==> config.mk <==
export PLATFORM = sky130hd
export DESIGN_NAME = mwc_random_generator
export DESIGN_NICKNAME = d
export VERILOG_FILES = /design/src/rtl/mwc_pkg.sv /design/src/rtl/mwc_random_generator.sv /design/src/rtl/mwc_ctrl.sv /design/src/rtl/mwc_datapath.sv
export SDC_FILE = /design/constraint.sdc
export NUM_CORES = 2
export LEC_CHECK = 0
export ABC_CLOCK_PERIOD_IN_PS = 23500
export BUFFER_PORTS_ARGS = -buffer_cell sky130_fd_sc_hd__buf_4
export CAP_MARGIN = 20
export CORE_MARGIN = 2
export CORE_UTILIZATION = 45
export CTS_BUF_LIST = sky130_fd_sc_hd__clkbuf_8
export DETAILED_ROUTE_END_ITERATION = 7
export PLACE_DENSITY = 0.67
export SLEW_MARGIN = 10
export SYNTH_ARGS = -nofsm -noshare
export SYNTH_HDL_FRONTEND = slang
export SYNTH_SLANG_ARGS = --single-unit
==> constraint.sdc <==
create_clock -name clk -period 23.5 [get_ports clk]
set_input_delay 1.175 -clock clk [delete_from_list [all_inputs] [get_ports clk]]
set_output_delay 1.175 -clock clk [all_outputs]
set_load 0.03 [all_outputs]
==> src/rtl/mwc_pkg.sv <==
// Package with constants, types and helper functions for the multiply-with-carry generator.
`default_nettype none

package mwc_pkg;

	localparam int unsigned WordW = 32;
	localparam int unsigned HalfW = 16;

	localparam logic MODE_SEED = 1'b0;
	localparam logic MODE_DRAW = 1'b1;

	localparam logic [WordW-1:0] BAD_W     = 32'h464f_ffff;
	localparam logic [WordW-1:0] BAD_Z     = 32'h9068_ffff;
	localparam logic [HalfW-1:0] MUL_Z     = 16'd36969;
	localparam logic [HalfW-1:0] MUL_W     = 16'd18000;
	localparam logic [WordW-1:0] HASH_XOR  = 32'd61;
	localparam logic [WordW-1:0] HASH_MUL2 = 32'h27d4_eb2d;
	localparam logic [WordW-1:0] STREAM_RESET = 32'd1;

	typedef enum logic [1:0] {
		ST_IDLE,
		ST_MUL_A,
		ST_MUL_B,
		ST_LOAD
	} mwc_state_t;

	typedef struct packed {
		logic pre;
		logic mul_a;
		logic mul_b;
		logic load;
		logic draw;
	} mwc_cmd_t;

	// First half of the integer hash, up to the big multiply. The times-nine
	// step is a shift and add.
	function automatic logic [WordW-1:0] hash_pre(input logic [WordW-1:0] s);
		logic [WordW-1:0] t;
		t = (s ^ HASH_XOR) ^ (s >> 16);
		t = t + (t << 3);
		t = t ^ (t >> 4);
		return t;
	endfunction

	function automatic logic [WordW-1:0] hash_post(input logic [WordW-1:0] t);
		return t ^ (t >> 15);
	endfunction

	// One multiply-with-carry step, modulo 2^32.
	function automatic logic [WordW-1:0] mwc_step(input logic [WordW-1:0] x,
			input logic [HalfW-1:0] mul);
		logic [WordW-1:0] prod;
		prod = {{(WordW-HalfW){1'b0}}, mul} * {{(WordW-HalfW){1'b0}}, x[HalfW-1:0]};
		return prod + {{(WordW-HalfW){1'b0}}, x[WordW-1:HalfW]};
	endfunction

endpackage

`default_nettype wire

==> src/rtl/mwc_random_generator.sv <==
// Latency: a draw item shows its word in the cycle after it is accepted.
// Throughput: draws are taken one per cycle while no seed is in progress and the output side keeps up.
// A seed item holds off further input through its steps: hash front end, then the single
// shared 32x32 hash multiplier for each stream in turn, then the load of both streams.
// Reset (arst_n low) sets both stream words to one and drops any pending result.
`default_nettype none

module mwc_random_generator
	import mwc_pkg::*;
(
	input  wire logic             clk,
	input  wire logic             arst_n,
	input  wire logic             in_valid,
	output logic                  in_ready,
	input  wire logic             mode,
	input  wire logic [WordW-1:0] seed_a,
	input  wire logic [WordW-1:0] seed_b,
	output logic                  out_valid,
	input  wire logic             out_ready,
	output logic      [WordW-1:0] random_word
);

	mwc_cmd_t cmd;

	mwc_ctrl u_ctrl (
		.clk       (clk),
		.arst_n    (arst_n),
		.in_valid  (in_valid),
		.in_ready  (in_ready),
		.mode      (mode),
		.out_valid (out_valid),
		.out_ready (out_ready),
		.cmd       (cmd)
	);

	mwc_datapath u_datapath (
		.clk         (clk),
		.arst_n      (arst_n),
		.cmd         (cmd),
		.seed_a      (seed_a),
		.seed_b      (seed_b),
		.random_word (random_word)
	);

endmodule

`default_nettype wire

==> src/rtl/mwc_ctrl.sv <==
// Controller state machine: input and output handshakes and the seed-load sequence.
`default_nettype none

module mwc_ctrl
	import mwc_pkg::*;
(
	input  wire logic     clk,
	input  wire logic     arst_n,
	input  wire logic     in_valid,
	output logic          in_ready,
	input  wire logic     mode,
	output logic          out_valid,
	input  wire logic     out_ready,
	output mwc_cmd_t      cmd
);

	mwc_state_t state_q, state_d;
	logic       out_valid_q;
	logic       in_fire;

	// A new item may enter while a result waits, as long as it is taken this cycle
	// or the item does not produce one.
	always_comb begin
		in_ready = (state_q == ST_IDLE) && (!out_valid_q || out_ready || mode == MODE_SEED);
		in_fire  = in_valid && in_ready;
	end

	always_comb begin
		state_d = state_q;
		case (state_q)
			ST_IDLE: begin
				if (in_fire && mode == MODE_SEED) begin
					state_d = ST_MUL_A;
				end
			end
			ST_MUL_A: state_d = ST_MUL_B;
			ST_MUL_B: state_d = ST_LOAD;
			ST_LOAD:  state_d = ST_IDLE;
			default:  state_d = ST_IDLE;
		endcase
	end

	always_comb begin
		cmd = '0;
		case (state_q)
			ST_IDLE: begin
				cmd.pre  = in_fire && mode == MODE_SEED;
				cmd.draw = in_fire && mode == MODE_DRAW;
			end
			ST_MUL_A: cmd.mul_a = 1'b1;
			ST_MUL_B: cmd.mul_b = 1'b1;
			ST_LOAD:  cmd.load  = 1'b1;
			default:  cmd = '0;
		endcase
	end

	always_ff @(posedge clk or negedge arst_n) begin
		if (!arst_n) begin
			state_q     <= ST_IDLE;
			out_valid_q <= 1'b0;
		end else begin
			state_q <= state_d;
			if (cmd.draw) begin
				out_valid_q <= 1'b1;
			end else if (out_ready) begin
				out_valid_q <= 1'b0;
			end
		end
	end

	assign out_valid = out_valid_q;

endmodule

`default_nettype wire

==> src/rtl/mwc_datapath.sv <==
// Datapath: stream words, shared hash multiplier and the output word register.
`default_nettype none

module mwc_datapath
	import mwc_pkg::*;
(
	input  wire logic             clk,
	input  wire logic             arst_n,
	input  wire mwc_cmd_t         cmd,
	input  wire logic [WordW-1:0] seed_a,
	input  wire logic [WordW-1:0] seed_b,
	output logic      [WordW-1:0] random_word
);

	logic [WordW-1:0] w_q, z_q;
	logic [WordW-1:0] ha_q, hb_q;
	logic [WordW-1:0] word_q;
	logic [WordW-1:0] mul_in, mul_out;
	logic [WordW-1:0] w_next, z_next;
	logic [WordW-1:0] w_hash, z_hash, w_seed, z_seed;

	// One 32x32 multiplier serves both hash lanes on consecutive cycles.
	always_comb begin
		mul_in  = cmd.mul_b ? hb_q : ha_q;
		mul_out = mul_in * HASH_MUL2;
	end

	always_comb begin
		w_next = mwc_step(w_q, MUL_W);
		z_next = mwc_step(z_q, MUL_Z);
		w_hash = hash_post(ha_q);
		z_hash = hash_post(hb_q);
		w_seed = (w_hash == '0 || w_hash == BAD_W) ? w_hash + 32'd1 : w_hash;
		z_seed = (z_hash == '0 || z_hash == BAD_Z) ? z_hash + 32'd1 : z_hash;
	end

	always_ff @(posedge clk or negedge arst_n) begin
		if (!arst_n) begin
			w_q <= STREAM_RESET;
			z_q <= STREAM_RESET;
		end else if (cmd.draw) begin
			w_q <= w_next;
			z_q <= z_next;
		end else if (cmd.load) begin
			w_q <= w_seed;
			z_q <= z_seed;
		end
	end

	always_ff @(posedge clk) begin
		if (cmd.pre) begin
			ha_q <= hash_pre(seed_a);
			hb_q <= hash_pre(seed_b);
		end
		if (cmd.mul_a) begin
			ha_q <= mul_out;
		end
		if (cmd.mul_b) begin
			hb_q <= mul_out;
		end
		if (cmd.draw) begin
			word_q <= {z_next[HalfW-1:0], {HalfW{1'b0}}} + w_next;
		end
	end

	assign random_word = word_q;

endmodule

`default_nettype wire

## Yosys cells after proc, flatten, opt, wreduce, memory -nomap -nowiden

Cells that the tools add are included.

- Bits in registers: 163
- Bits in latches: 0
- Memory bits (writable): 0
- Bits in read-only memories: 0
- Output and inout port bits: 34
- Word-level logic and storage cells: 68
- Memories kept: 0

- Add/subtract/negate cells: 7
- $mul: 3
- Divide/modulo/power cells: 0
- Order comparisons: 0
- Equality and inequality tests: 6
- Shift-type cells: 0
- Multiplexer cells: 20
- Bitwise operators: 9
- Reductions and logical operators: 16

Operators by type and width:

| kind | number |
|---|---|
| 32-bit 2-to-1 mux | 11 |
| 32-bit adder | 3 |
| 32-bit by 1-bit adder with 32-bit output (second input constant) | 2 |
| 32-bit logical NOT | 2 |
| 32-bit by 16-bit bitwise XOR with 32-bit output | 2 |
| 32-bit by 17-bit bitwise XOR with 32-bit output | 2 |
| 32-bit by 28-bit bitwise XOR with 32-bit output | 2 |
| 31-bit by 16-bit adder with 32-bit output | 1 |
| 32-bit by 16-bit adder with 32-bit output | 1 |
| 32-bit by 31-bit equality test with 1-bit output (second input constant) | 1 |
| 32-bit equality test (second input constant) | 1 |
| 16-bit by 16-bit multiplier with 32-bit output (first input constant) | 1 |
| 32-bit by 30-bit multiplier with 32-bit output (second input constant) | 1 |
| 11-bit by 16-bit multiplier with 27-bit output (first input constant) | 1 |
| 5-bit NOT | 2 |
| 2-bit one-hot mux with 4 select lines | 1 |
| 2-bit nonzero test | 4 |
| 1-bit 2-to-1 mux | 7 |
| 2-bit equality test (second input constant) | 2 |
| 1-bit logical AND | 4 |
| 1-bit logical OR | 4 |
| 2-bit by 1-bit equality test with 1-bit output (second input constant) | 1 |
| 2-bit logical NOT | 1 |
| 2-bit 2-to-1 mux | 1 |
| 3 further kinds | 3 |

## Depth between registers and ports, before layout

- Word-level depth: 9
- Gate-level depth with buffers: 32
- Gate-level depth less buffers: 32

## Modules after synthesis

Synthesis repeated with hierarchy kept, for this count alone.

- Cell total of the unflattened synthesis: 3,000
- Area total of the unflattened synthesis: 28,780.1 um2

Modules (own cells, without submodules):

| module | instances | cells each | area each (um2) | sequential area each (um2) |
|---|---|---|---|---|
| mwc_datapath | 1 | 2,979 | 28,567.4 | 4,486.8 |
| mwc_ctrl | 1 | 21 | 212.7 | 75.1 |

## Worst setup path before layout

No wires, ideal clock.

- Path type: reg-to-reg
- From: reg u_ctrl.state_q[0]
- To: reg u_datapath.ha_q[30], data pin
- Library setup time: 0.260 ns
- Arrival: 8.465 ns
- Required time: 23.240 ns
- Path slack: 14.775 ns
- Cell stages (with the launch flop): 31
- Period minus slack after synthesis: 8.725 ns
- Cell sequence: dfrtp_1 > inv_1 > ha_1 > clkbuf_1 > clkbuf_1 > buf_1 > mux2i_1 > inv_1 > ha_1 > inv_1 > fa_1 > inv_1 > fa_1 > fa_1 > fa_1 > inv_1 > fa_1 > fa_1 > inv_1 > fa_1 > ha_1 > nor4_1 > a21oi_1 > nand2_1 > o21bai_1 > o31a_1 > a221o_1 > a211o_1 > a21oi_1 > xnor2_1 > mux2_2

- Cells in the longest elaborated chain, start to end: 5

RTL lines:

| what | RTL line | text |
|---|---|---|
| from (decl) | mwc_ctrl.sv:17 | `mwc_state_t state_q, state_d;` |
| from (signal assigned) | mwc_ctrl.sv:62 | `state_q <= state_d;` |
| 2-bit equality test | mwc_ctrl.sv:45 | `case (state_q)` |
| 1-bit 2-to-1 mux | mwc_ctrl.sv:45 |  |
| 32-bit 2-to-1 mux | mwc_datapath.sv:24 | `mul_in = cmd.mul_b ? hb_q : ha_q;` |
| 32-bit by 30-bit multiplier with 32-bit output | mwc_datapath.sv:25 | `mul_out = mul_in * HASH_MUL2;` |
| 32-bit 2-to-1 mux * | mwc_datapath.sv:55 | `if (cmd.mul_a) begin` |
| to (signal assigned) | mwc_datapath.sv:52 | `ha_q <= hash_pre(seed_a);` |
| to (signal assigned) | mwc_datapath.sv:56 | `ha_q <= mul_out;` |
| to (decl) | mwc_datapath.sv:16 | `logic [WordW-1:0] ha_q, hb_q;` |

Every way passes the cells marked *; elsewhere a longest branch is shown, timed or not.
A chain may end at the register's enable or synchronous reset.

## Final worst setup path

- From: reg u_ctrl.state_q[0]
- To: reg u_datapath.hb_q[30], data pin

- Cells in the longest elaborated chain, start to end: 5

RTL lines:

| what | RTL line | text |
|---|---|---|
| 2-bit equality test * | mwc_ctrl.sv:45 |  |
| 1-bit 2-to-1 mux * | mwc_ctrl.sv:45 |  |
| 32-bit 2-to-1 mux | mwc_datapath.sv:24 |  |
| 32-bit by 30-bit multiplier with 32-bit output | mwc_datapath.sv:25 |  |
| 32-bit 2-to-1 mux * | mwc_datapath.sv:58 | `if (cmd.mul_b) begin` |
| to (signal assigned) | mwc_datapath.sv:53 | `hb_q <= hash_pre(seed_b);` |
| to (signal assigned) | mwc_datapath.sv:59 | `hb_q <= mul_out;` |
| to (decl) | mwc_datapath.sv:16 |  |

Marked as above.

==> flow_summary.yaml <==
status:
  status: "finished, final reports clean"
yosys:
  synthSimpleGateAreaFrac: 0.0819
  synthFlopType: "edfxtp_1"
  synth_cell_types: 80
  yosys_register_bits: 163
  async_reset_ff_frac: 0.411
  synth.net_count: 3822
  ys_seq_area_frac: 0.160
  syn-cell-area_um2: 28500
  synth_area_per_cell_um2: 9.70
  netlist_top_cells_area: "ha_1 (23%), fa_1 (21%), edfxtp_1 (10%)"
  synth-compound-area-share: 0.121
  synth_common_cells: "inv_1 (531), ha_1 (518), fa_1 (300), xnor2_1 (177), a21oi_1 (142)"
  ys_warn_count: 0
  synth_top_area_cell: "ha_1"
  synth_mux_area_frac: 0.0286
  synth_top_family_by_area: "adder cells"
  yosysMostFrequentCell: "inv_1"
  synth_edf_count: 96
  netlist.area_leader.share: 0.228
  synth_adder_area_share: 0.438
  synthXorXnorAreaFrac: 0.0944
  synth_cells: 2935
clocking:
  cts_max_path_buffers: 2
  cts_resized: 0
  post_cts_buffers: 0
  clkLatencyLatePin_ns: 0.52
  clock-root-buffer: "clkbuf_8"
  clock-sinks: 163
  path_clk_slew_ns: 0.09
  numCtsBuffers: 17
  h-tree-depth: 4
  cts_hold_buf: 0
  tritoncts: "done"
setup_path:
  critPathRequiredTime_ns: 23.76
  reg2reg_depth: 25
  crit_type: "reg -> reg"
  worst_path_dominant_cell_family: "adder cells"
  end_kind: "flop"
  slowest_stage: "buf_4"
  crit_arrival_ns: 9.14
  crit_path_start_kind: "flop"
  critical_path_depth: 25
  cpMostUsedCell: "fa_1"
  rr_startpoint: "u_ctrl.state_q[0]$_DFFE_PN0P_"
  crit_fanout: 72
  critPathBufInv: 5
  slowest_delay_ns: 0.68
  startpoint: "u_ctrl.state_q[0]$_DFFE_PN0P_"
floorplan:
  core_um2: 62900
  die_w_um: 256
  die_h_um: 256
  io_pins: 103
  die-area_um2: 65300
  rows: 92
  start_util: 0.453
sta:
  skew_ns: 0.0222
  period_share: 0.378
  fmaxAchievable_ghz: 0.113
  relSlewSlack: 0.315
  rsz0062_at_grt: "false"
  timing.final.max_slew_violations: 0
  finalSetupViolCount: 0
  final.setup.tns_ns: 0
  fin_crit_ns: 8.88
  hold_viol: 0
  max_slew.worst_pin.slew_ns: 1.00
global_routing:
  grt_pass1_wl_um: 122000
  grt_max_degree: 109
  grt.total_usage: 0.240
  antenna_found_initial: 1
  grt_pass1_vias: 21400
  grt_overflow: 0
detailed_routing:
  post_drt_via_cell_ratio: 5.47
  drtIter0Drc: 1318
  wirelength_um: 77600
  drc: 0
  dr.pass1.iters: 5
  antenna_left: 0
  wl_per_cell_um: 20.0
  vias: 21300
placement:
  routabilityCongestion: 0.977
  io_buffers: 102
  hpwl_um: 67100
hold_path:
  hold_class: "reg -> reg"
  min-delay-start: "u_ctrl.out_valid$_DFFE_PN0P_"
  holdPathStages: 2
layout:
  fill_cells: 5971
  nNetsFinal: 3911
  syn_to_final_growth_pct: 7.61
  final_layout_size_suffix_gt1_frac: 0.0685
flow_run:
  maxCapViolCount: 0
## state kept, by name (all words and copies together), names as in the netlist
name,count
u_datapath.z_q,32
u_datapath.w_q,32
u_datapath.random_word,32
u_ctrl.state_q,2
u_datapath.hb_q,32
u_datapath.ha_q,32
u_ctrl.out_valid,1
## final timing paths
kind	slack, ns	to
worst max-delay path	14.62	u_datapath.hb_q[30]$_DFFE_PP_
worst min-delay path	0.51	u_ctrl.out_valid$_DFFE_PN0P_
worst max register to register	14.62	u_datapath.hb_q[30]$_DFFE_PP_
worst min register to register	0.51	u_ctrl.out_valid$_DFFE_PN0P_
max in group asynchronous	22.11	u_datapath.z_q[29]$_DFFE_PN0P_
min in group asynchronous	0.76	u_datapath.w_q[12]$_DFFE_PN0P_
## worst reg2reg max path, delay by kind of cell (launching register included)
family	cells	cell delay, ns
multiplexers	2	0.85
XOR/XNOR	1	0.11
buffers and inverters	5	1.13
flip-flops	1	0.42
AO/OA/AOI/OAI	7	1.57
adder cells (fa/ha/maj)	10	4.55
## metrics by stage
stage	hold slack [ns]	setup slack (ns)	std cells	utilization	instance area, um^2
finish	0.509	14.62	3884	0.488	30700
CTS	0.514	14.64	3881	0.487	30600
floorplan	0.447	14.78	2935	-	28500
detailed placement	0.490	14.69	3849	0.481	30200
global placement	0.495	14.78	3849	0.481	30200
global route	0.567	14.21	3883	0.488	30600
## routing by layer
metal | vias up | share of wire | track usage
met5 | - | 0 | 0
met4 | 0 | 0.025 | 0.0655
met3 | 104 | 0.067 | 0.0425
met2 | 661 | 0.46 | 0.396
met1 | 10300 | 0.44 | 0.326
li1 | 10100 | - | -
## cells in the final DEF, fill, tap and decap left out, types with 6 or more instances in the layout
cell	n
nand3_1	31
and4_1	6
a2bb2oi_1	12
a31oi_1	19
a211oi_1	21
nand4_1	19
nand2b_1	17
inv_6	6
nor4_1	16
o21bai_1	25
ha_1	515
nand2_1	130
and3_1	12
a21o_1	65
nor3_1	46
a221oi_1	10
o211ai_1	9
edfxtp_1	96
o31ai_1	7
nor2b_1	22
dfrtp_1	65
or2_2	7
o311ai_0	6
xnor2_1	177
nor2_1	126
buf_4	113
o21ai_0	114
inv_1	531
xor2_1	117
a31o_2	6
clkbuf_8	17
fa_1	300
mux2_2	27
mux2i_1	51
o21a_1	23
nand3b_1	7
a21oi_1	142
or3_1	10
## kinds of logic after synthesis
| kind of cell | after synthesis |
|---|---|
| DFF | 163 |
| xor gates and xnor gates | 299 |
| and+or+nand+nor | 477 |
| buffers and inverters | 576 |
| muxes | 78 |
| adders and majority gates | 818 |
| AOI/OAI and AO/OA | 524 |
## area by class of cell
type	instances	area, um^2	area share
Sequential cell	163	4560	0.149
Antenna cell	1	2.50	0.0000816
Clock buffer	17	234	0.00763
Tap cell	846	1060	0.0345
Inverter	532	2000	0.0652
Timing Repair Buffer	114	868	0.0283
Multi-Input combinational cell	2196	21800	0.711
Clock inverter	15	138	0.00449
Power is not shown: default switching activity piles up to over one toggle a cycle in this logic, so the estimate is an artifact.
